[src/hdl/rtr_pkg.sv]
// Types and constants shared by the reliable transport receiver.
// No dependencies; the design files take names from here by scope, the verification files by import.
`default_nettype none

package rtr_pkg;

  typedef logic [31:0] seq_t;
  typedef logic [15:0] half_t;
  typedef logic [10:0] len_t;

  typedef enum logic [2:0] {
    PH_LISTEN      = 3'd0,
    PH_SYN_RCVD    = 3'd1,
    PH_ESTABLISHED = 3'd2,
    PH_LAST_ACK    = 3'd3,
    PH_CLOSED      = 3'd4
  } phase_e;

  typedef enum logic [2:0] {
    KIND_SYN_ACK    = 3'd0,
    KIND_ACK        = 3'd1,
    KIND_FIN_ACK    = 3'd2,
    KIND_FIN        = 3'd3,
    KIND_RESENT_ACK = 3'd4,
    KIND_CLOSED     = 3'd5
  } kind_e;

  localparam logic OP_SEGMENT = 1'b0;
  localparam logic OP_TICK    = 1'b1;

  localparam logic [1:0] CFG_INITIAL_SEQ = 2'd0;
  localparam logic [1:0] CFG_SEG_STEP    = 2'd1;
  localparam logic [1:0] CFG_RESEND      = 2'd2;

  localparam seq_t  INITIAL_SEQ_RST = 32'd0;
  localparam half_t SEG_STEP_RST    = 16'd1400;
  localparam half_t RESEND_RST      = 16'd100;
  localparam half_t TICK_MAX        = 16'hFFFF;

  // One queued answer; pair marks a second word to follow.
  typedef struct packed {
    kind_e kind;
    seq_t  seq;
    seq_t  ack;
    len_t  wlen;
    logic  pair;
  } entry_t;

endpackage

`default_nettype wire

[src/hdl/rtr_ifs.sv]
// Channel interfaces of the reliable transport receiver: segment input,
// result output and configuration write. Depends on rtr_pkg.
`default_nettype none

interface rtr_seg_if;
  logic          valid;
  logic          ready;
  logic          opcode;
  rtr_pkg::seq_t seg_seq;
  rtr_pkg::seq_t seg_ack;
  logic          seg_syn;
  logic          seg_fin;
  rtr_pkg::len_t seg_length;
  modport source (output valid, opcode, seg_seq, seg_ack, seg_syn, seg_fin, seg_length,
                  input ready);
  modport sink (input valid, opcode, seg_seq, seg_ack, seg_syn, seg_fin, seg_length,
                output ready);
endinterface

interface rtr_res_if;
  logic          valid;
  logic          ready;
  logic [2:0]    kind;
  rtr_pkg::seq_t out_seq;
  rtr_pkg::seq_t out_ack;
  logic          out_syn;
  logic          out_fin;
  rtr_pkg::len_t write_length;
  logic          last;
  modport source (output valid, kind, out_seq, out_ack, out_syn, out_fin, write_length, last,
                  input ready);
  modport sink (input valid, kind, out_seq, out_ack, out_syn, out_fin, write_length, last,
                output ready);
endinterface

interface rtr_cfg_if;
  logic          valid;
  logic          ready;
  logic [1:0]    index;
  rtr_pkg::seq_t data;
  modport source (output valid, index, data, input ready);
  modport sink (input valid, index, data, output ready);
endinterface

`default_nettype wire

[src/hdl/reliable_transport_receiver.sv]
// Receiver side of a TCP-like transport: handshake, in-order accept, ACKs.
// Top level; depends on rtr_pkg, rtr_ifs, rtr_front, rtr_fifo, rtr_back.
//
// seg_i carries one word per segment header or millisecond tick; res_o
// returns the answers (SYN-ACK, ACK, FIN-ACK, FIN, resent ACK, closed),
// with last set on the final word caused by an input. cfg_i writes the
// initial sequence number, the segment step and the resend interval; it is
// always ready. It must be written only while the block is idle, which the
// block itself does not enforce. Throughput: one input word per cycle while
// the queue has space. Connection state updates in the cycle a word is
// accepted; answers then wait in a QueueDepth-entry queue. Each answer
// passes through the queue and the result register before res_o shows it.
// A paired answer takes two result words, so the sustained input rate is
// set by the single result register, one word a cycle while res_o.ready.
// When the result sink stalls, the queue fills and seg_i.ready drops; ticks
// and silent segments also wait for queue space.
// Reset empties the queue, clears the output and returns to listen with
// the configuration at its reset values.
`default_nettype none

module reliable_transport_receiver #(
  parameter int QueueDepth = 4
) (
  input  wire logic clk_i,
  input  wire logic rst_ni,
  rtr_seg_if.sink   seg_i,
  rtr_cfg_if.sink   cfg_i,
  rtr_res_if.source res_o
);

  logic            push;
  logic            pop;
  logic            empty;
  logic            full;
  rtr_pkg::entry_t entry;
  rtr_pkg::entry_t head;

  rtr_front u_front (
    .clk_i   (clk_i),
    .rst_ni  (rst_ni),
    .seg_i   (seg_i),
    .cfg_i   (cfg_i),
    .full_i  (full),
    .push_o  (push),
    .entry_o (entry)
  );

  rtr_fifo #(
    .Depth (QueueDepth)
  ) u_fifo (
    .clk_i   (clk_i),
    .rst_ni  (rst_ni),
    .push_i  (push),
    .entry_i (entry),
    .pop_i   (pop),
    .head_o  (head),
    .empty_o (empty),
    .full_o  (full)
  );

  rtr_back u_back (
    .clk_i   (clk_i),
    .rst_ni  (rst_ni),
    .head_i  (head),
    .empty_i (empty),
    .pop_o   (pop),
    .res_o   (res_o)
  );

endmodule

`default_nettype wire

[src/hdl/rtr_front.sv]
// Front end: accepts segment and tick words, keeps connection state and
// configuration, and queues the answers. Depends on rtr_pkg and rtr_ifs.
`default_nettype none

module rtr_front (
  input  wire logic            clk_i,
  input  wire logic            rst_ni,
  rtr_seg_if.sink              seg_i,
  rtr_cfg_if.sink              cfg_i,
  input  wire logic            full_i,
  output logic                 push_o,
  output rtr_pkg::entry_t      entry_o
);

  rtr_pkg::phase_e phase_q, phase_d;
  rtr_pkg::seq_t   exp_seq_q, exp_seq_d;
  rtr_pkg::seq_t   hs_ack_q, hs_ack_d;
  rtr_pkg::seq_t   close_seq_q, close_seq_d;
  rtr_pkg::half_t  ticks_q, ticks_d;
  rtr_pkg::seq_t   isn_q;
  rtr_pkg::half_t  step_q;
  rtr_pkg::half_t  resend_q;

  logic           fire;
  logic           is_tick;
  logic           hs_ok;
  logic           in_order;
  logic           resend;
  logic           fin_match;
  rtr_pkg::seq_t  seq_plus1;
  rtr_pkg::seq_t  ack_val;
  rtr_pkg::half_t ticks_eff;

  assign seg_i.ready = !full_i;
  assign cfg_i.ready = 1'b1;

  assign fire      = seg_i.valid && seg_i.ready;
  assign is_tick   = seg_i.opcode == rtr_pkg::OP_TICK;
  assign seq_plus1 = seg_i.seg_seq + 32'd1;
  assign hs_ok     = !seg_i.seg_syn && (seg_i.seg_seq == hs_ack_q)
                     && (seg_i.seg_ack == isn_q + 32'd1);
  assign in_order  = seg_i.seg_seq == exp_seq_q;
  assign ack_val   = in_order ? seg_i.seg_seq + {16'd0, step_q} : exp_seq_q;
  assign ticks_eff = in_order ? '0 : ticks_q;
  assign resend    = ticks_eff >= resend_q;
  assign fin_match = seg_i.seg_ack == close_seq_q + 32'd1;

  always_ff @(posedge clk_i or negedge rst_ni) begin
    if (!rst_ni) begin
      isn_q    <= rtr_pkg::INITIAL_SEQ_RST;
      step_q   <= rtr_pkg::SEG_STEP_RST;
      resend_q <= rtr_pkg::RESEND_RST;
    end else if (cfg_i.valid) begin
      case (cfg_i.index)
        rtr_pkg::CFG_INITIAL_SEQ: isn_q    <= cfg_i.data;
        rtr_pkg::CFG_SEG_STEP:    step_q   <= cfg_i.data[15:0];
        rtr_pkg::CFG_RESEND:      resend_q <= cfg_i.data[15:0];
        default: ;
      endcase
    end
  end

  // next state
  always_comb begin
    phase_d     = phase_q;
    exp_seq_d   = exp_seq_q;
    hs_ack_d    = hs_ack_q;
    close_seq_d = close_seq_q;
    ticks_d     = ticks_q;
    if (fire) begin
      if (is_tick) begin
        if (ticks_q != rtr_pkg::TICK_MAX) ticks_d = ticks_q + 16'd1;
      end else begin
        case (phase_q)
          rtr_pkg::PH_LISTEN: begin
            if (seg_i.seg_syn) begin
              hs_ack_d = seq_plus1;
              phase_d  = rtr_pkg::PH_SYN_RCVD;
            end
          end
          rtr_pkg::PH_SYN_RCVD: begin
            if (hs_ok) begin
              phase_d   = rtr_pkg::PH_ESTABLISHED;
              exp_seq_d = seq_plus1;
              ticks_d   = '0;
            end else begin
              phase_d = rtr_pkg::PH_LISTEN;
            end
          end
          rtr_pkg::PH_ESTABLISHED: begin
            if (seg_i.seg_fin) begin
              close_seq_d = seg_i.seg_ack;
              phase_d     = rtr_pkg::PH_LAST_ACK;
            end else begin
              if (in_order) exp_seq_d = ack_val;
              if (in_order || resend) ticks_d = '0;
            end
          end
          rtr_pkg::PH_LAST_ACK: begin
            if (fin_match) phase_d = rtr_pkg::PH_CLOSED;
          end
          default: ;
        endcase
      end
    end
  end

  // queued answers
  always_comb begin
    push_o  = 1'b0;
    entry_o = '0;
    if (fire && !is_tick) begin
      case (phase_q)
        rtr_pkg::PH_LISTEN: begin
          if (seg_i.seg_syn) begin
            push_o        = 1'b1;
            entry_o.kind  = rtr_pkg::KIND_SYN_ACK;
            entry_o.seq   = isn_q;
            entry_o.ack   = seq_plus1;
          end
        end
        rtr_pkg::PH_ESTABLISHED: begin
          push_o      = 1'b1;
          entry_o.seq = seg_i.seg_ack;
          if (seg_i.seg_fin) begin
            entry_o.kind = rtr_pkg::KIND_FIN_ACK;
            entry_o.ack  = seq_plus1;
            entry_o.pair = 1'b1;
          end else begin
            entry_o.kind = rtr_pkg::KIND_ACK;
            entry_o.ack  = ack_val;
            entry_o.wlen = in_order ? seg_i.seg_length : '0;
            entry_o.pair = resend;
          end
        end
        rtr_pkg::PH_LAST_ACK: begin
          if (fin_match) begin
            push_o       = 1'b1;
            entry_o.kind = rtr_pkg::KIND_CLOSED;
          end
        end
        default: ;
      endcase
    end
  end

  always_ff @(posedge clk_i or negedge rst_ni) begin
    if (!rst_ni) begin
      phase_q     <= rtr_pkg::PH_LISTEN;
      exp_seq_q   <= '0;
      hs_ack_q    <= '0;
      close_seq_q <= '0;
      ticks_q     <= '0;
    end else begin
      phase_q     <= phase_d;
      exp_seq_q   <= exp_seq_d;
      hs_ack_q    <= hs_ack_d;
      close_seq_q <= close_seq_d;
      ticks_q     <= ticks_d;
    end
  end

  a_no_push_full: assert property (@(posedge clk_i) disable iff (!rst_ni)
    push_o |-> !full_i) else $error("answer queued into full queue");

  a_closed_holds: assert property (@(posedge clk_i) disable iff (!rst_ni)
    phase_q == rtr_pkg::PH_CLOSED |=> phase_q == rtr_pkg::PH_CLOSED)
    else $error("left closed phase");

endmodule

`default_nettype wire

[src/hdl/rtr_fifo.sv]
// Answer queue between front and back end of the receiver.
// Depends on rtr_pkg for the entry type.
`default_nettype none

module rtr_fifo #(
  parameter int Depth = 4
) (
  input  wire logic             clk_i,
  input  wire logic             rst_ni,
  input  wire logic             push_i,
  input  wire rtr_pkg::entry_t  entry_i,
  input  wire logic             pop_i,
  output rtr_pkg::entry_t       head_o,
  output logic                  empty_o,
  output logic                  full_o
);

  localparam int PtrW = $clog2(Depth);
  localparam int CntW = $clog2(Depth + 1);
  localparam logic [PtrW-1:0] LastPtr  = PtrW'(Depth - 1);
  localparam logic [PtrW-1:0] PtrOne   = PtrW'(1);
  localparam logic [CntW-1:0] DepthCnt = CntW'(Depth);
  localparam logic [CntW-1:0] CntOne   = CntW'(1);

  rtr_pkg::entry_t mem_q [Depth];
  logic [PtrW-1:0] wr_ptr_q, wr_ptr_d;
  logic [PtrW-1:0] rd_ptr_q, rd_ptr_d;
  logic [CntW-1:0] cnt_q, cnt_d;

  assign head_o  = mem_q[rd_ptr_q];
  assign empty_o = cnt_q == '0;
  assign full_o  = cnt_q == DepthCnt;

  always_comb begin
    wr_ptr_d = wr_ptr_q;
    rd_ptr_d = rd_ptr_q;
    cnt_d    = cnt_q;
    if (push_i) wr_ptr_d = (wr_ptr_q == LastPtr) ? '0 : wr_ptr_q + PtrOne;
    if (pop_i)  rd_ptr_d = (rd_ptr_q == LastPtr) ? '0 : rd_ptr_q + PtrOne;
    if (push_i && !pop_i) cnt_d = cnt_q + CntOne;
    else if (!push_i && pop_i) cnt_d = cnt_q - CntOne;
  end

  always_ff @(posedge clk_i or negedge rst_ni) begin
    if (!rst_ni) begin
      wr_ptr_q <= '0;
      rd_ptr_q <= '0;
      cnt_q    <= '0;
    end else begin
      wr_ptr_q <= wr_ptr_d;
      rd_ptr_q <= rd_ptr_d;
      cnt_q    <= cnt_d;
    end
  end

  always_ff @(posedge clk_i) begin
    if (push_i) mem_q[wr_ptr_q] <= entry_i;
  end

  a_count_bound: assert property (@(posedge clk_i) disable iff (!rst_ni)
    cnt_q <= DepthCnt) else $error("queue count beyond depth");

  a_no_pop_empty: assert property (@(posedge clk_i) disable iff (!rst_ni)
    pop_i |-> !empty_o) else $error("pop from empty queue");

endmodule

`default_nettype wire

[src/hdl/rtr_back.sv]
// Back end: takes queued answers and sends one result word per cycle while res_o.ready,
// splitting paired answers in two. Depends on rtr_pkg and rtr_ifs.
`default_nettype none

module rtr_back (
  input  wire logic             clk_i,
  input  wire logic             rst_ni,
  input  wire rtr_pkg::entry_t  head_i,
  input  wire logic             empty_i,
  output logic                  pop_o,
  rtr_res_if.source             res_o
);

  rtr_pkg::entry_t res_q, res_d;
  logic            last_q, last_d;
  logic            valid_q, valid_d;
  logic            pend_q, pend_d;
  logic            load;

  assign load  = !valid_q || res_o.ready;
  assign pop_o = load && !pend_q && !empty_i;

  always_comb begin
    res_d   = res_q;
    last_d  = last_q;
    valid_d = valid_q;
    pend_d  = pend_q;
    if (load) begin
      if (pend_q) begin
        res_d.kind = (res_q.kind == rtr_pkg::KIND_FIN_ACK) ? rtr_pkg::KIND_FIN
                                                          : rtr_pkg::KIND_RESENT_ACK;
        res_d.wlen = '0;
        last_d     = 1'b1;
        pend_d     = 1'b0;
        valid_d    = 1'b1;
      end else if (!empty_i) begin
        res_d   = head_i;
        last_d  = !head_i.pair;
        pend_d  = head_i.pair;
        valid_d = 1'b1;
      end else begin
        valid_d = 1'b0;
      end
    end
  end

  always_ff @(posedge clk_i or negedge rst_ni) begin
    if (!rst_ni) begin
      valid_q <= 1'b0;
      pend_q  <= 1'b0;
    end else begin
      valid_q <= valid_d;
      pend_q  <= pend_d;
    end
  end

  always_ff @(posedge clk_i) begin
    res_q  <= res_d;
    last_q <= last_d;
  end

  assign res_o.valid        = valid_q;
  assign res_o.kind         = res_q.kind;
  assign res_o.out_seq      = res_q.seq;
  assign res_o.out_ack      = res_q.ack;
  assign res_o.out_syn      = res_q.kind == rtr_pkg::KIND_SYN_ACK;
  assign res_o.out_fin      = (res_q.kind == rtr_pkg::KIND_FIN_ACK)
                              || (res_q.kind == rtr_pkg::KIND_FIN);
  assign res_o.write_length = res_q.wlen;
  assign res_o.last         = last_q;

  a_pend_valid: assert property (@(posedge clk_i) disable iff (!rst_ni)
    pend_q |-> valid_q && !last_q) else $error("second word pending without first");

endmodule

`default_nettype wire

[src/flat_wrapper.sv]
// flat-port wrapper written by rule: the top's interface ports become plain ports
module reliable_transport_receiver_flat 
#(
  parameter int QueueDepth = 4
)
  (clk_i, rst_ni, seg_i_valid, seg_i_opcode, seg_i_seg_seq, seg_i_seg_ack, seg_i_seg_syn, seg_i_seg_fin, seg_i_seg_length, seg_i_ready, cfg_i_valid, cfg_i_index, cfg_i_data, cfg_i_ready, res_o_valid, res_o_kind, res_o_out_seq, res_o_out_ack, res_o_out_syn, res_o_out_fin, res_o_write_length, res_o_last, res_o_ready);
  rtr_seg_if seg_i_i ();
  rtr_cfg_if cfg_i_i ();
  rtr_res_if res_o_i ();
  input  wire logic clk_i;
  input  wire logic rst_ni;
  input wire logic [$bits(seg_i_i.valid)-1:0] seg_i_valid;
  input wire logic [$bits(seg_i_i.opcode)-1:0] seg_i_opcode;
  input wire logic [$bits(seg_i_i.seg_seq)-1:0] seg_i_seg_seq;
  input wire logic [$bits(seg_i_i.seg_ack)-1:0] seg_i_seg_ack;
  input wire logic [$bits(seg_i_i.seg_syn)-1:0] seg_i_seg_syn;
  input wire logic [$bits(seg_i_i.seg_fin)-1:0] seg_i_seg_fin;
  input wire logic [$bits(seg_i_i.seg_length)-1:0] seg_i_seg_length;
  output wire logic [$bits(seg_i_i.ready)-1:0] seg_i_ready;
  input wire logic [$bits(cfg_i_i.valid)-1:0] cfg_i_valid;
  input wire logic [$bits(cfg_i_i.index)-1:0] cfg_i_index;
  input wire logic [$bits(cfg_i_i.data)-1:0] cfg_i_data;
  output wire logic [$bits(cfg_i_i.ready)-1:0] cfg_i_ready;
  output wire logic [$bits(res_o_i.valid)-1:0] res_o_valid;
  output wire logic [$bits(res_o_i.kind)-1:0] res_o_kind;
  output wire logic [$bits(res_o_i.out_seq)-1:0] res_o_out_seq;
  output wire logic [$bits(res_o_i.out_ack)-1:0] res_o_out_ack;
  output wire logic [$bits(res_o_i.out_syn)-1:0] res_o_out_syn;
  output wire logic [$bits(res_o_i.out_fin)-1:0] res_o_out_fin;
  output wire logic [$bits(res_o_i.write_length)-1:0] res_o_write_length;
  output wire logic [$bits(res_o_i.last)-1:0] res_o_last;
  input wire logic [$bits(res_o_i.ready)-1:0] res_o_ready;
  assign seg_i_i.valid = seg_i_valid;
  assign seg_i_i.opcode = seg_i_opcode;
  assign seg_i_i.seg_seq = seg_i_seg_seq;
  assign seg_i_i.seg_ack = seg_i_seg_ack;
  assign seg_i_i.seg_syn = seg_i_seg_syn;
  assign seg_i_i.seg_fin = seg_i_seg_fin;
  assign seg_i_i.seg_length = seg_i_seg_length;
  assign seg_i_ready = seg_i_i.ready;
  assign cfg_i_i.valid = cfg_i_valid;
  assign cfg_i_i.index = cfg_i_index;
  assign cfg_i_i.data = cfg_i_data;
  assign cfg_i_ready = cfg_i_i.ready;
  assign res_o_valid = res_o_i.valid;
  assign res_o_kind = res_o_i.kind;
  assign res_o_out_seq = res_o_i.out_seq;
  assign res_o_out_ack = res_o_i.out_ack;
  assign res_o_out_syn = res_o_i.out_syn;
  assign res_o_out_fin = res_o_i.out_fin;
  assign res_o_write_length = res_o_i.write_length;
  assign res_o_last = res_o_i.last;
  assign res_o_i.ready = res_o_ready;
  reliable_transport_receiver #(.QueueDepth(QueueDepth)) u_core (.clk_i(clk_i), .rst_ni(rst_ni), .seg_i(seg_i_i), .cfg_i(cfg_i_i), .res_o(res_o_i));
endmodule
[config.mk]
export PLATFORM = sky130hd
export DESIGN_NAME = reliable_transport_receiver_flat
export DESIGN_NICKNAME = d
export VERILOG_FILES = /design/src/hdl/rtr_pkg.sv /design/src/hdl/rtr_ifs.sv /design/src/hdl/reliable_transport_receiver.sv /design/src/hdl/rtr_front.sv /design/src/hdl/rtr_fifo.sv /design/src/hdl/rtr_back.sv /design/src/flat_wrapper.sv
export SDC_FILE = /design/constraint.sdc
export NUM_CORES = 1
export LEC_CHECK = 0
export ABC_AREA = 1
export BUFFER_PORTS_ARGS = -buffer_cell sky130_fd_sc_hd__buf_2
export CAP_MARGIN = 20
export CORE_MARGIN = 2
export CORE_UTILIZATION = 55
export CTS_CLUSTER_DIAMETER = 40
export DETAILED_ROUTE_END_ITERATION = 10
export PLACE_DENSITY = 0.76
export SLEW_MARGIN = 10
export SYNTH_ARGS = -nofsm -noshare
export SYNTH_HDL_FRONTEND = slang
export SYNTH_SLANG_ARGS = --single-unit
[constraint.sdc]
create_clock -name clk_i -period 5.75 [get_ports clk_i]
set_input_delay 1.15 -clock clk_i [delete_from_list [all_inputs] [get_ports clk_i]]
set_output_delay 1.15 -clock clk_i [all_outputs]
set_load 0.02 [all_outputs]
* Word-level counts from Yosys, hierarchy flattened
Memory sizes are Yosys's and may differ from the RTL's.
Cells that the tools add are included.
** Word-level totals
- Register bits after elaboration :: 268
- Bits in writable memories :: 316
- Output and inout bits :: 84
- Logic and storage cells :: 143
- Memories kept :: 1
** Operators by class
- Add/sub/neg operators :: 9
- Magnitude comparators :: 1
- Equality and inequality tests :: 26
- Muxes and demuxes :: 46
- Bitwise gates (word level) :: 3
- Reduce and logical (&&, ||, !) cells :: 38
** Memories
- u_core.u_fifo.mem_q :: words 4, bits a word 79, read ports 1, clocked after memory_dff 0, write ports 1, line rtr_fifo.sv:25 : rtr_pkg::entry_t mem_q [Depth];
** Operators by type and width (number)
- $mux W32 :: 5
- $mux W79 :: 2
- $eq A32 B32 Y1 :: 4
- $pmux W64 S2 :: 1
- $add A32 B1 Y32 const B :: 3
- $mux W16 :: 6
- $mux W64 :: 1
- $pmux W32 S2 :: 1
- $add A32 B16 Y32 :: 1
- $pmux W16 S2 :: 1
- $mux W3 :: 8
- $mux W11 :: 2
- $reduce_and A6 Y1 :: 3
- $add A16 B1 Y16 const B :: 1
- $ge A16 B16 Y1 :: 1
- $ne A16 B16 Y1 const B :: 1
- $eq A3 B2 Y1 const B :: 4
- $mux W12 :: 1
- $ne A2 B2 Y1 const B :: 6
- $pmux W3 S4 :: 1
- $mux W1 :: 11
- $logic_not A1 Y1 :: 9
- $logic_not A3 Y1 :: 3
- $ne A3 B3 Y1 const B :: 3
- other kinds (21) :: 44

* Logic depth before layout (Yosys ltp)
Gate-level depths: netlist of the first run.
- Depth after elaboration :: 9
- Gate-level depth with buffers :: 28

* Modules after synthesis
A second synthesis of the first run with hierarchy kept.
** Unflattened totals
- Cells, all modules :: 3503
- Area, all modules :: 31016.0 µm²
** Modules (own cells, without submodules)
- rtr_front :: times used 1, cells each 2394, area an instance 15233.4 µm²
- rtr_fifo :: times used 1, cells each 974, area an instance 13115.1 µm²
- rtr_back :: times used 1, cells each 135, area an instance 2667.6 µm²

* Worst setup path after synthesis of the first run
OpenSTA, ideal clock, no wires.
- Path type :: input -> register
- Start :: input port seg_i_seg_ack[3]
- End :: memory u_core.u_fifo.mem_q[0][0] in the netlist's numbering (enable)
- Setup time :: 517 ps
- Data arrival time :: 5608 ps
- Path slack :: -375 ps
- Cell stages on the path :: 13
- Buffers on the path :: 0
- Cell sequence :: xor2_1 > nand2_1 > nand2_1 > nand3_1 > nor2_1 > nand3_1 > nor2_1 > nand2_1 > nor2_1 > nand4_1 > nand2_1 > nand2_2 > nor2_1
** On the way
- Longest elaborated chain between the ends :: 6
** Ends and longest elaborated chain
- start, declared :: line flat_wrapper.sv:15 : input wire logic [$bits(seg_i_i.seg_ack)-1:0] seg_i_seg_ack;
- $eq A32 B32 Y1 :: line rtr_front.sv:46 : assign fin_match = seg_i.seg_ack == close_seq_q + 32'd1;
- $mux W1 :: line rtr_front.sv:137 : if (fin_match) begin
- $pmux W1 S3 :: line rtr_front.sv:113 : case (phase_q)
- $mux W1 :: line rtr_front.sv:112 : if (fire && !is_tick) begin
- $mux W1 :: line rtr_fifo.sv:57 : if (push_i) mem_q[wr_ptr_q] <= entry_i;
- $mux W1 (implied by the code) :: line rtr_fifo.sv:57
- end, declared :: line rtr_fifo.sv:25
Every way passes these cells.

* Final worst setup path of the first run
- Start :: register u_core.u_front.close_seq_q[0]
- End :: memory u_core.u_fifo.mem_q[2][72] in the netlist's numbering (enable)
** On the way
- Longest elaborated chain between the ends :: 7
** Ends and longest elaborated chain
- start, declared :: line rtr_front.sv:18 : rtr_pkg::seq_t close_seq_q, close_seq_d;
- start signal, assigned :: line rtr_front.sv:158 : close_seq_q <= close_seq_d;
- $add A32 B1 Y32 :: line rtr_front.sv:46
- $eq A32 B32 Y1 :: line rtr_front.sv:46
- $mux W1 :: line rtr_front.sv:137
- $pmux W1 S3 :: line rtr_front.sv:113
- $mux W1 :: line rtr_front.sv:112
- $mux W1 :: line rtr_fifo.sv:57
- $mux W1 (implied by the code) :: line rtr_fifo.sv:57
Every way passes these cells.

==> reports/metrics.csv, run 1 <==
stage,metric,value,unit
routing,WL met3,9400,um
clock_network,clk_lat worst skew,640,ps
synth,"FF+latch count, synth",583,
synth,Post-synth EDFFs,395,
synth,async set-reset flop share out of synthesis,0.322,
routing,post-DR wirelength/cell,19.4,um
clock_network,root buffer cell,clkbuf_16,
floorplan,Die X,238,um
place,gp weighted congestion,0.998,
clock_network,Clock transition at path regs,60,ps
floorplan,Die H,238,um
place,Placed Area,31800,um^2
synth,Synth Warn #,0,
synth,"Seq/Total Area, Yosys",0.550,
routing,uppermost layer routed,met5,
place,port bufs,199,
global_route,Global Route Usage Sum,0.303,
sta,final hold slack,484,ps
sta,# setup viols final,0,
synth,Syn Inst Count,3474,
routing,Routed WL,85800,um
floorplan,initial core utilization,0.558,
synth,most numerous cell in the Yosys netlist,nand2_1,
floorplan,total core area,54000,um^2
sta,"Hold Violations, Final",0,
sta,worst rel slew slack,0.327,
sta,Final period util,0.734,
synth,Avg Synthesized Cell Area,8.68,um^2
worst_setup_path,Crit path largest cell delay,730,ps
worst_setup_path,worst setup path category,reg -> reg,
sta,Fmax,237,MHz
power,Static Leak,13.6,nW
synth,Post-synth top cells,"nand2_1, nor2_1, edfxtp_1",
finish,fin area,34900,um^2
min_path,hold crit path type,reg -> reg,
clock_network,clk sink count,583,
clock_network,post-cts sizing count,0,
worst_setup_path,Buf/Inv on CP,2,
sta,RSZ-0062 raised after global routing,no,
synth,dominant synthesized flop cell,edfxtp_1,
sta,worst-margin pin slew,1010,ps
synth,Yosys top cell by area,edfxtp_1,
floorplan,row cnt,85,
routing,number of routed nets with antenna violations,0,
clock_network,cts hold-fix bufs,0,
floorplan,# IOs,201,
routing,DRT Pass-1 Iters,8,
routing,Via density,5.71,
power,power density over the cells,379,nW/um^2
synth,Mapped Area,30200,um^2
finish,Nets,3814,
synth,ranking of synthesized cells by area,"edfxtp_1, dfrtp_1, nand2_1, o21ai_0, nor2_1",
clock_network,setup bufs post-CTS,0,
routing,WL met2,37200,um
sta,min Tclk post-route,4220,ps
global_route,vias in the first global route,23500,
finish,layout cells sized above 1,0.129,
sta,setup total negative slack,0,ps
routing,initial drt markers,2914,
routing,M1 WL,36500,um
routing,total number of vias,25300,
sta,Worst Skew,25.7,ps
worst_setup_path,Critical Path RT,6070,ps
clock_network,CTS buffer count,84,
worst_setup_path,CP endpoint kind,register,
floorplan,die area,56700,um^2
worst_setup_path,CP max FO,30,
worst_setup_path,"Slowest-stage cell, CP",nor2_4,
clock_network,CTS tree,yes,
run,max-cap viol count,0,
finish,Syn-to-layout area delta,15.6,%
worst_setup_path,crit path cell chain,"ha_1, nand3_1, nor2_4, nand3_2, nor2_1, nand3_1, nand2_1, inv_1, nor2_1, nand3_1, nor2_1, nand4_1, nand2_1, nand2_2, nor2_4, buf_12",
worst_setup_path,Worst setup SP type,register,
worst_setup_path,CP arrival,4540,ps
power,total power,0.0132,W
worst_setup_path,"CP delay by family, top",simple AND/OR/NAND/NOR gates,
power,Worst VDD drop,0.294,mV
sta,Max Slew Vio Count,0,
global_route,pin count of the biggest net entering global routing,105,
clock_network,Clock Path Buffers,3,
run_status,status,completed,
global_route,first-pass GRT wire length,133000,um
global_route,grt ovf,0,
clock_network,CTS HTree Levels,3,
routing,residual DRC count,0,
synth,Yosys top cell area share,0.393,
global_route,initial antenna violation count,5,
place,DPL Wire Length,58300,um
synth,Mapped Nets,3635,
synth,Netlist cell types,50,
finish,Final Util,0.645,
[sequential cells by signal (all words and copies together), names as in the netlist]
| signal | flops |
|---|---|
| u_core.u_back.res_o.last | 1 |
| u_core.u_fifo.wr_ptr_q | 2 |
| u_core.u_front.hs_ack_q | 32 |
| u_core.u_back.res_o.out_seq | 32 |
| u_core.u_fifo.mem_q | 316 |
| u_core.u_back.pend_q | 1 |
| u_core.u_front.phase_q | 3 |
| u_core.u_back.res_o.kind | 3 |
| u_core.u_front.isn_q | 32 |
| u_core.u_front.exp_seq_q | 32 |
| u_core.u_fifo.rd_ptr_q | 2 |
| u_core.u_front.close_seq_q | 32 |
| u_core.u_back.res_o.write_length | 11 |
| u_core.u_front.step_q | 16 |
| u_core.u_front.ticks_q | 16 |
| u_core.u_fifo.cnt_q | 3 |
| u_core.u_back.res_o.valid | 1 |
| u_core.u_front.resend_q | 16 |
| u_core.u_back.res_o.out_ack | 32 |
[report_power, final]
group,switching (W),total (W),leakage (nW),internal [W]
clock,0.00208,0.00536,1.43,0.00328
combinational,0.00177,0.00250,6.93,0.000724
sequential,0.000383,0.00534,5.23,0.00496
[cell type report]
class,count,area [um^2]
antenna,4,10.0
clock buffer,91,2180
clock inverter,66,822
fill,4399,19200
inverter,326,1230
multi-input combinational,2431,11900
sequential,583,16600
tap,696,871
timing repair buffer,227,1300
[path summary, 6_finish.rpt]
check / startpoint / end / slack [ps] / cells after the start
worst max-delay path: u_core.u_front.close_seq_q[0] / u_core.u_fifo.mem_q[2][72] / 1530 / 16
worst min-delay path: u_core.u_front.ticks_q[3] / u_core.u_front.ticks_q[3] / 480 / 2
worst max register to register: u_core.u_front.close_seq_q[0] / u_core.u_fifo.mem_q[2][72] / 1530 / 16
worst min register to register: u_core.u_front.ticks_q[3] / u_core.u_front.ticks_q[3] / 480 / 2
max in group asynchronous: rst_ni / u_core.u_front.isn_q[27] / 4140 / 2
min in group asynchronous: rst_ni / u_core.u_front.hs_ack_q[16] / 610 / 1
[worst reg2reg max path, delay by kind of cell, from the launching register on]
family,cells,cell delay (ps)
simple gates,13,2890
fa+ha+maj,1,250
buf+inv,2,340
flops,1,420
[logic make-up (layout without fill, tap and decap cells)]
logic type	Yosys count	after routing	share of synthesized area
AOI/OAI and AO/OA	598	598	0.105
xor gates and xnor gates	113	113	0.0328
adders and majority gates	44	44	0.0187
buffers and inverters	460	710	0.0583
DFF	583	583	0.550
muxes	18	18	0.00668
other	1	5	0.000124
and+or+nand+nor	1657	1657	0.229
[cells in the final DEF, fill, tap and decap left out, types with 6 or more instances in the layout]
| cell | instances |
|---|---|
| xnor2_1 | 31 |
| ha_1 | 42 |
| nor3b_1 | 12 |
| o21a_1 | 8 |
| clkinv_2 | 10 |
| o211ai_1 | 6 |
| nand2_1 | 871 |
| clkinv_4 | 13 |
| edfxtp_1 | 395 |
| nor4_1 | 8 |
| xor2_1 | 82 |
| bufinv_16 | 10 |
| o21ai_1 | 16 |
| nand4_1 | 41 |
| nor3_1 | 24 |
| dfstp_2 | 9 |
| inv_1 | 316 |
| mux2_2 | 17 |
| nand3_1 | 188 |
| nand2_2 | 9 |
| clkbuf_16 | 85 |
| a21oi_1 | 120 |
| buf_4 | 21 |
| inv_6 | 12 |
| dfrtp_1 | 177 |
| o22ai_1 | 76 |
| nor2_1 | 441 |
| nor2_4 | 11 |
| or2_2 | 20 |
| o21ai_0 | 360 |
| clkinvlp_4 | 11 |
| nor2_2 | 12 |
| buf_12 | 6 |
| buf_2 | 198 |
[through the flow]
step	setup WS [ps]	instances
after floorplan	-375	3474
after global placement	1300	4261
after detailed placement	1220	4261
after CTS	1510	4418
final	1530	4424
after global routing	1150	4424
[metal layers]
layer	vias to the layer above	GRT usage
met3	174	0.0605
met2	1346	0.448
met4	2	0.108
li1	12000	-
met5	-	0
met1	11800	0.447
No activity file was read; power rests on OpenSTA's default activity.
==> run 2, diff against run 1 <==
Settings changed: ABC_AREA 1 to 0, PLACE_DENSITY 0.76 to 0.74.
Clock period 5.75 ns to 4.3 ns, I/O delays scaled along.
==> run 2 against run 1 <==
Compared with the run above: combinational power grew 20%; sequential cell count is the same; die area down 5.5%; cell count decreased by 27%; synthesized area is 5.6% lower; setup slack got worse by 1300 ps; design area decreased by 1.9%; wire length is 6.6% lower; largest cell class unchanged; total power increased by 31%; sequential share of layout area is 0.92 points higher; clock-buffer cell count up 8; synthesized cell count is 37% lower.
==> reports/metrics.csv, run 2 <==
stage,metric,value,unit,change
run_status,status,completed,,
routing,residual DRC count,0,,unchanged
place,gp weighted congestion,0.976,,-2.2%
floorplan,# IOs,201,,unchanged
floorplan,Die X,232,um,-2.8%
routing,DRT Pass-1 Iters,7,,-1
synth,most numerous cell in the Yosys netlist,edfxtp_1,,
global_route,met1 usage,0.436,,-0.0106
sta,Final period util,0.946,,+0.212
sta,Fmax,246,MHz,+3.8%
synth,Post-synth EDFFs,395,,unchanged
synth,ranking of synthesized cells by area,"edfxtp_1, dfrtp_1, mux4_2, mux2_2, xnor2_1",,
finish,Syn-to-layout area delta,20.1,%,
finish,Largest register FFs,316,,unchanged
synth,dominant synthesized flop cell,edfxtp_1,,
clock_network,clk sink count,583,,unchanged
sta,Worst Skew,43.9,ps,+18.2 ps
floorplan,die area,53600,um^2,-5.5%
finish,Final Util,0.667,,+0.0216
worst_setup_path,r2r endpoint,u_core.u_fifo.cnt_q[2],,
global_route,Global Route Usage Sum,0.300,,-0.00348
power,total power,0.0172,W,+31%
sta,worst-margin pin slew,1030,ps,+21.1 ps
finish,Nets,2653,,-30%
routing,number of routed nets with antenna violations,0,,unchanged
clock_network,Clock Path Buffers,3,,unchanged
clock_network,clk_lat worst skew,640,ps,about the same
power,clock power share,0.418,,+0.012
power,Worst VDD drop,0.314,mV,+6.8%
sta,setup total negative slack,0,ps,unchanged
sta,min Tclk post-route,4070,ps,-153 ps
floorplan,initial core utilization,0.555,,-0.00305
synth,Avg Synthesized Cell Area,13.0,um^2,+50%
floorplan,row cnt,83,,-2.4%
clock_network,post-cts sizing count,0,,unchanged
clock_network,setup bufs post-CTS,0,,unchanged
clock_network,CTS buffer count,86,,+2.4%
global_route,first-pass GRT wire length,121000,um,-8.7%
worst_setup_path,CP endpoint kind,register,,
synth,Post-synth top cells,"edfxtp_1, dfrtp_1, nor2_1",,
worst_setup_path,Critical Path RT,4860,ps,-1210 ps
clock_network,CTS tree,yes,,
worst_setup_path,crit path cell chain,"nand2_1, or4_4, or4_4, mux2i_1, o311ai_1, or3_4, nor4_4, nor2_4, nor2_1, ha_1, inv_1, fa_1, xor2_1, nor2_1, xor2_1",,
power,Switching Share,0.283,,-0.0376
finish,"commonest cells after routing, fill and taps aside","edfxtp_1, buf_2, dfrtp_1",,
worst_setup_path,Crit. Startpoint,u_core.u_front.close_seq_q[9],,
floorplan,total core area,51300,um^2,-5.0%
global_route,met2 Usage GRT,0.467,,+0.0190
finish,"Most flops, register",u_core.u_fifo.mem_q,,
global_route,grt ovf,0,,unchanged
floorplan,Die H,232,um,-2.8%
finish,"most common cell after layout, fill and taps aside",edfxtp_1,,
power,combinational group share of total power,0.174,,-0.015
synth,"FF+latch count, synth",583,,unchanged
global_route,pin count of the biggest net entering global routing,98,,-6.7%
min_path,hold crit path type,in -> async,,
finish,layout cells sized above 1,0.291,,+0.163
global_route,met3 Usage GRT,0.0495,,-0.0110
sta,final hold slack,354,ps,-130 ps
sta,RSZ-0062 raised after global routing,no,,
clock_network,CTS HTree Levels,3,,unchanged
worst_setup_path,CP arrival,4630,ps,+90 ps
sta,worst rel slew slack,0.310,,-0.0166
clock_network,root buffer cell,clkbuf_16,,
place,DPL Wire Length,53800,um,-7.8%
global_route,gr busiest metal,met2,,
worst_setup_path,RR Startpoint,u_core.u_front.close_seq_q[9],,
power,Static Leak,12.6,nW,-7.6%
worst_setup_path,flop2flop setup slack,230,ps,-1300 ps
worst_setup_path,CP max FO,6,,-80%
worst_setup_path,Worst setup SP type,register,,
sta,Max Slew Vio Count,0,,unchanged
synth,async set-reset flop share out of synthesis,0.322,,unchanged
power,Switch Pwr,0.00489,W,+15%
routing,post-DR wirelength/cell,24.7,um,+27%
synth,Netlist cell types,85,,+70%
synth,"Seq/Total Area, Yosys",0.582,,+0.0324
place,port bufs,199,,unchanged
finish,Fill cells,3617,,-18%
run,max-cap viol count,0,,unchanged
synth,Yosys top cell by area,edfxtp_1,,
power,power density over the cells,504,nW/um^2,+33%
synth,Mapped Nets,2354,,-35%
sta,# setup viols final,0,,unchanged
synth,Yosys top cell area share,0.416,,+0.0232
routing,Via density,6.24,,+9.3%
synth,Mapped Area,28500,um^2,-5.6%
sta,"Hold Violations, Final",0,,unchanged
worst_setup_path,"Slowest-stage cell, CP",or4_4,,
routing,initial drt markers,2208,,-24%
worst_setup_path,worst setup path category,reg -> reg,,
routing,Routed WL,80100,um,-6.6%
worst_setup_path,Crit path largest cell delay,590,ps,-140 ps
global_route,vias in the first global route,19800,,-16%
synth,Synth Warn #,0,,unchanged
power,Reg power frac,0.408,,+0.003
global_route,initial antenna violation count,3,,-2
worst_setup_path,cells on worst reg2reg path,15,,-1
routing,total number of vias,20300,,-20%
clock_network,cts hold-fix bufs,0,,unchanged
synth,Syn Inst Count,2193,,-37%
clock_network,Clock transition at path regs,60,ps,about the same
power,Internal,0.0124,W,+38%
[run 2: final cells by class]
| class | instances | area, um^2 | share of cell area |
|---|---|---|---|
| Antenna cell | 2 | 5.00 | 0.000146 |
| Tap cell | 680 | 851 | 0.0249 |
| Multi-Input combinational cell | 1440 | 11400 | 0.334 |
| Clock buffer | 99 | 2240 | 0.0655 |
| Sequential cell | 583 | 16600 | 0.485 |
| Timing Repair Buffer | 328 | 2140 | 0.0624 |
| Clock inverter | 62 | 779 | 0.0228 |
| Inverter | 53 | 199 | 0.00581 |
[run 2: worst max-delay path by stage]
stage                     slack (ps)                         end
after floorplan                -1080   u_core.u_fifo.mem_q[3][0]
after global placement          -110  u_core.u_front.ticks_q[13]
after CTS                        100      u_core.u_fifo.cnt_q[2]
after detailed placement        -210   u_core.u_front.ticks_q[2]
final                            230      u_core.u_fifo.cnt_q[2]
after global routing               6      u_core.u_fifo.cnt_q[2]
[run 2: per-layer routing]
layer / part of all wire / wire, um / vias up
met3: 0.081 / 6500 / 123
met1: 0.42 / 34000 / 10300
met5: 0 / 0 / -
met2: 0.47 / 37600 / 950
li1: - / - / 8898
met4: 0.025 / 1990 / 0
[run 2: kinds of logic (layout without fill, tap and decap cells)]
group,count (synthesis),count (layout),synth area share
and+or+nand+nor,620,620,0.111
buffers and inverters,170,542,0.0232
muxes,228,228,0.120
other,1,3,0.000132
xor gates and xnor gates,210,210,0.0646
AOI/OAI and AO/OA,337,337,0.0784
adders and majority gates,44,44,0.0199
DFF,583,583,0.582
[run 2: critical path: cells and delay by family, from the launching register on]
kind / cells / cell delay [ps]
compound gates: 1 / 140
simple gates: 8 / 2260
mux: 1 / 220
buf+inv: 1 / 70
fa+ha+maj: 2 / 600
flops: 1 / 410
xor+xnor: 2 / 320
[run 2: power by group through the flow]
stage	Combinational, W	Sequential, W	Clock (W)
finish	0.00301	0.00703	0.00721
detailed placement	0.00296	0.00713	0
global placement	0.00289	0.00712	0
global route	0.00323	0.00709	0.00752
floorplan	0.00212	0.00697	0
CTS	0.00301	0.00704	0.00729
[run 2: metrics by stage]
step	setup slack, ps	instance area (um^2)	cells
after floorplan	-1080	28600	2193
after global placement	-107	31100	3084
after detailed placement	-212	31100	3084
after CTS	103	34200	3245
after global routing	6.36	34200	3246
final	231	34200	3247
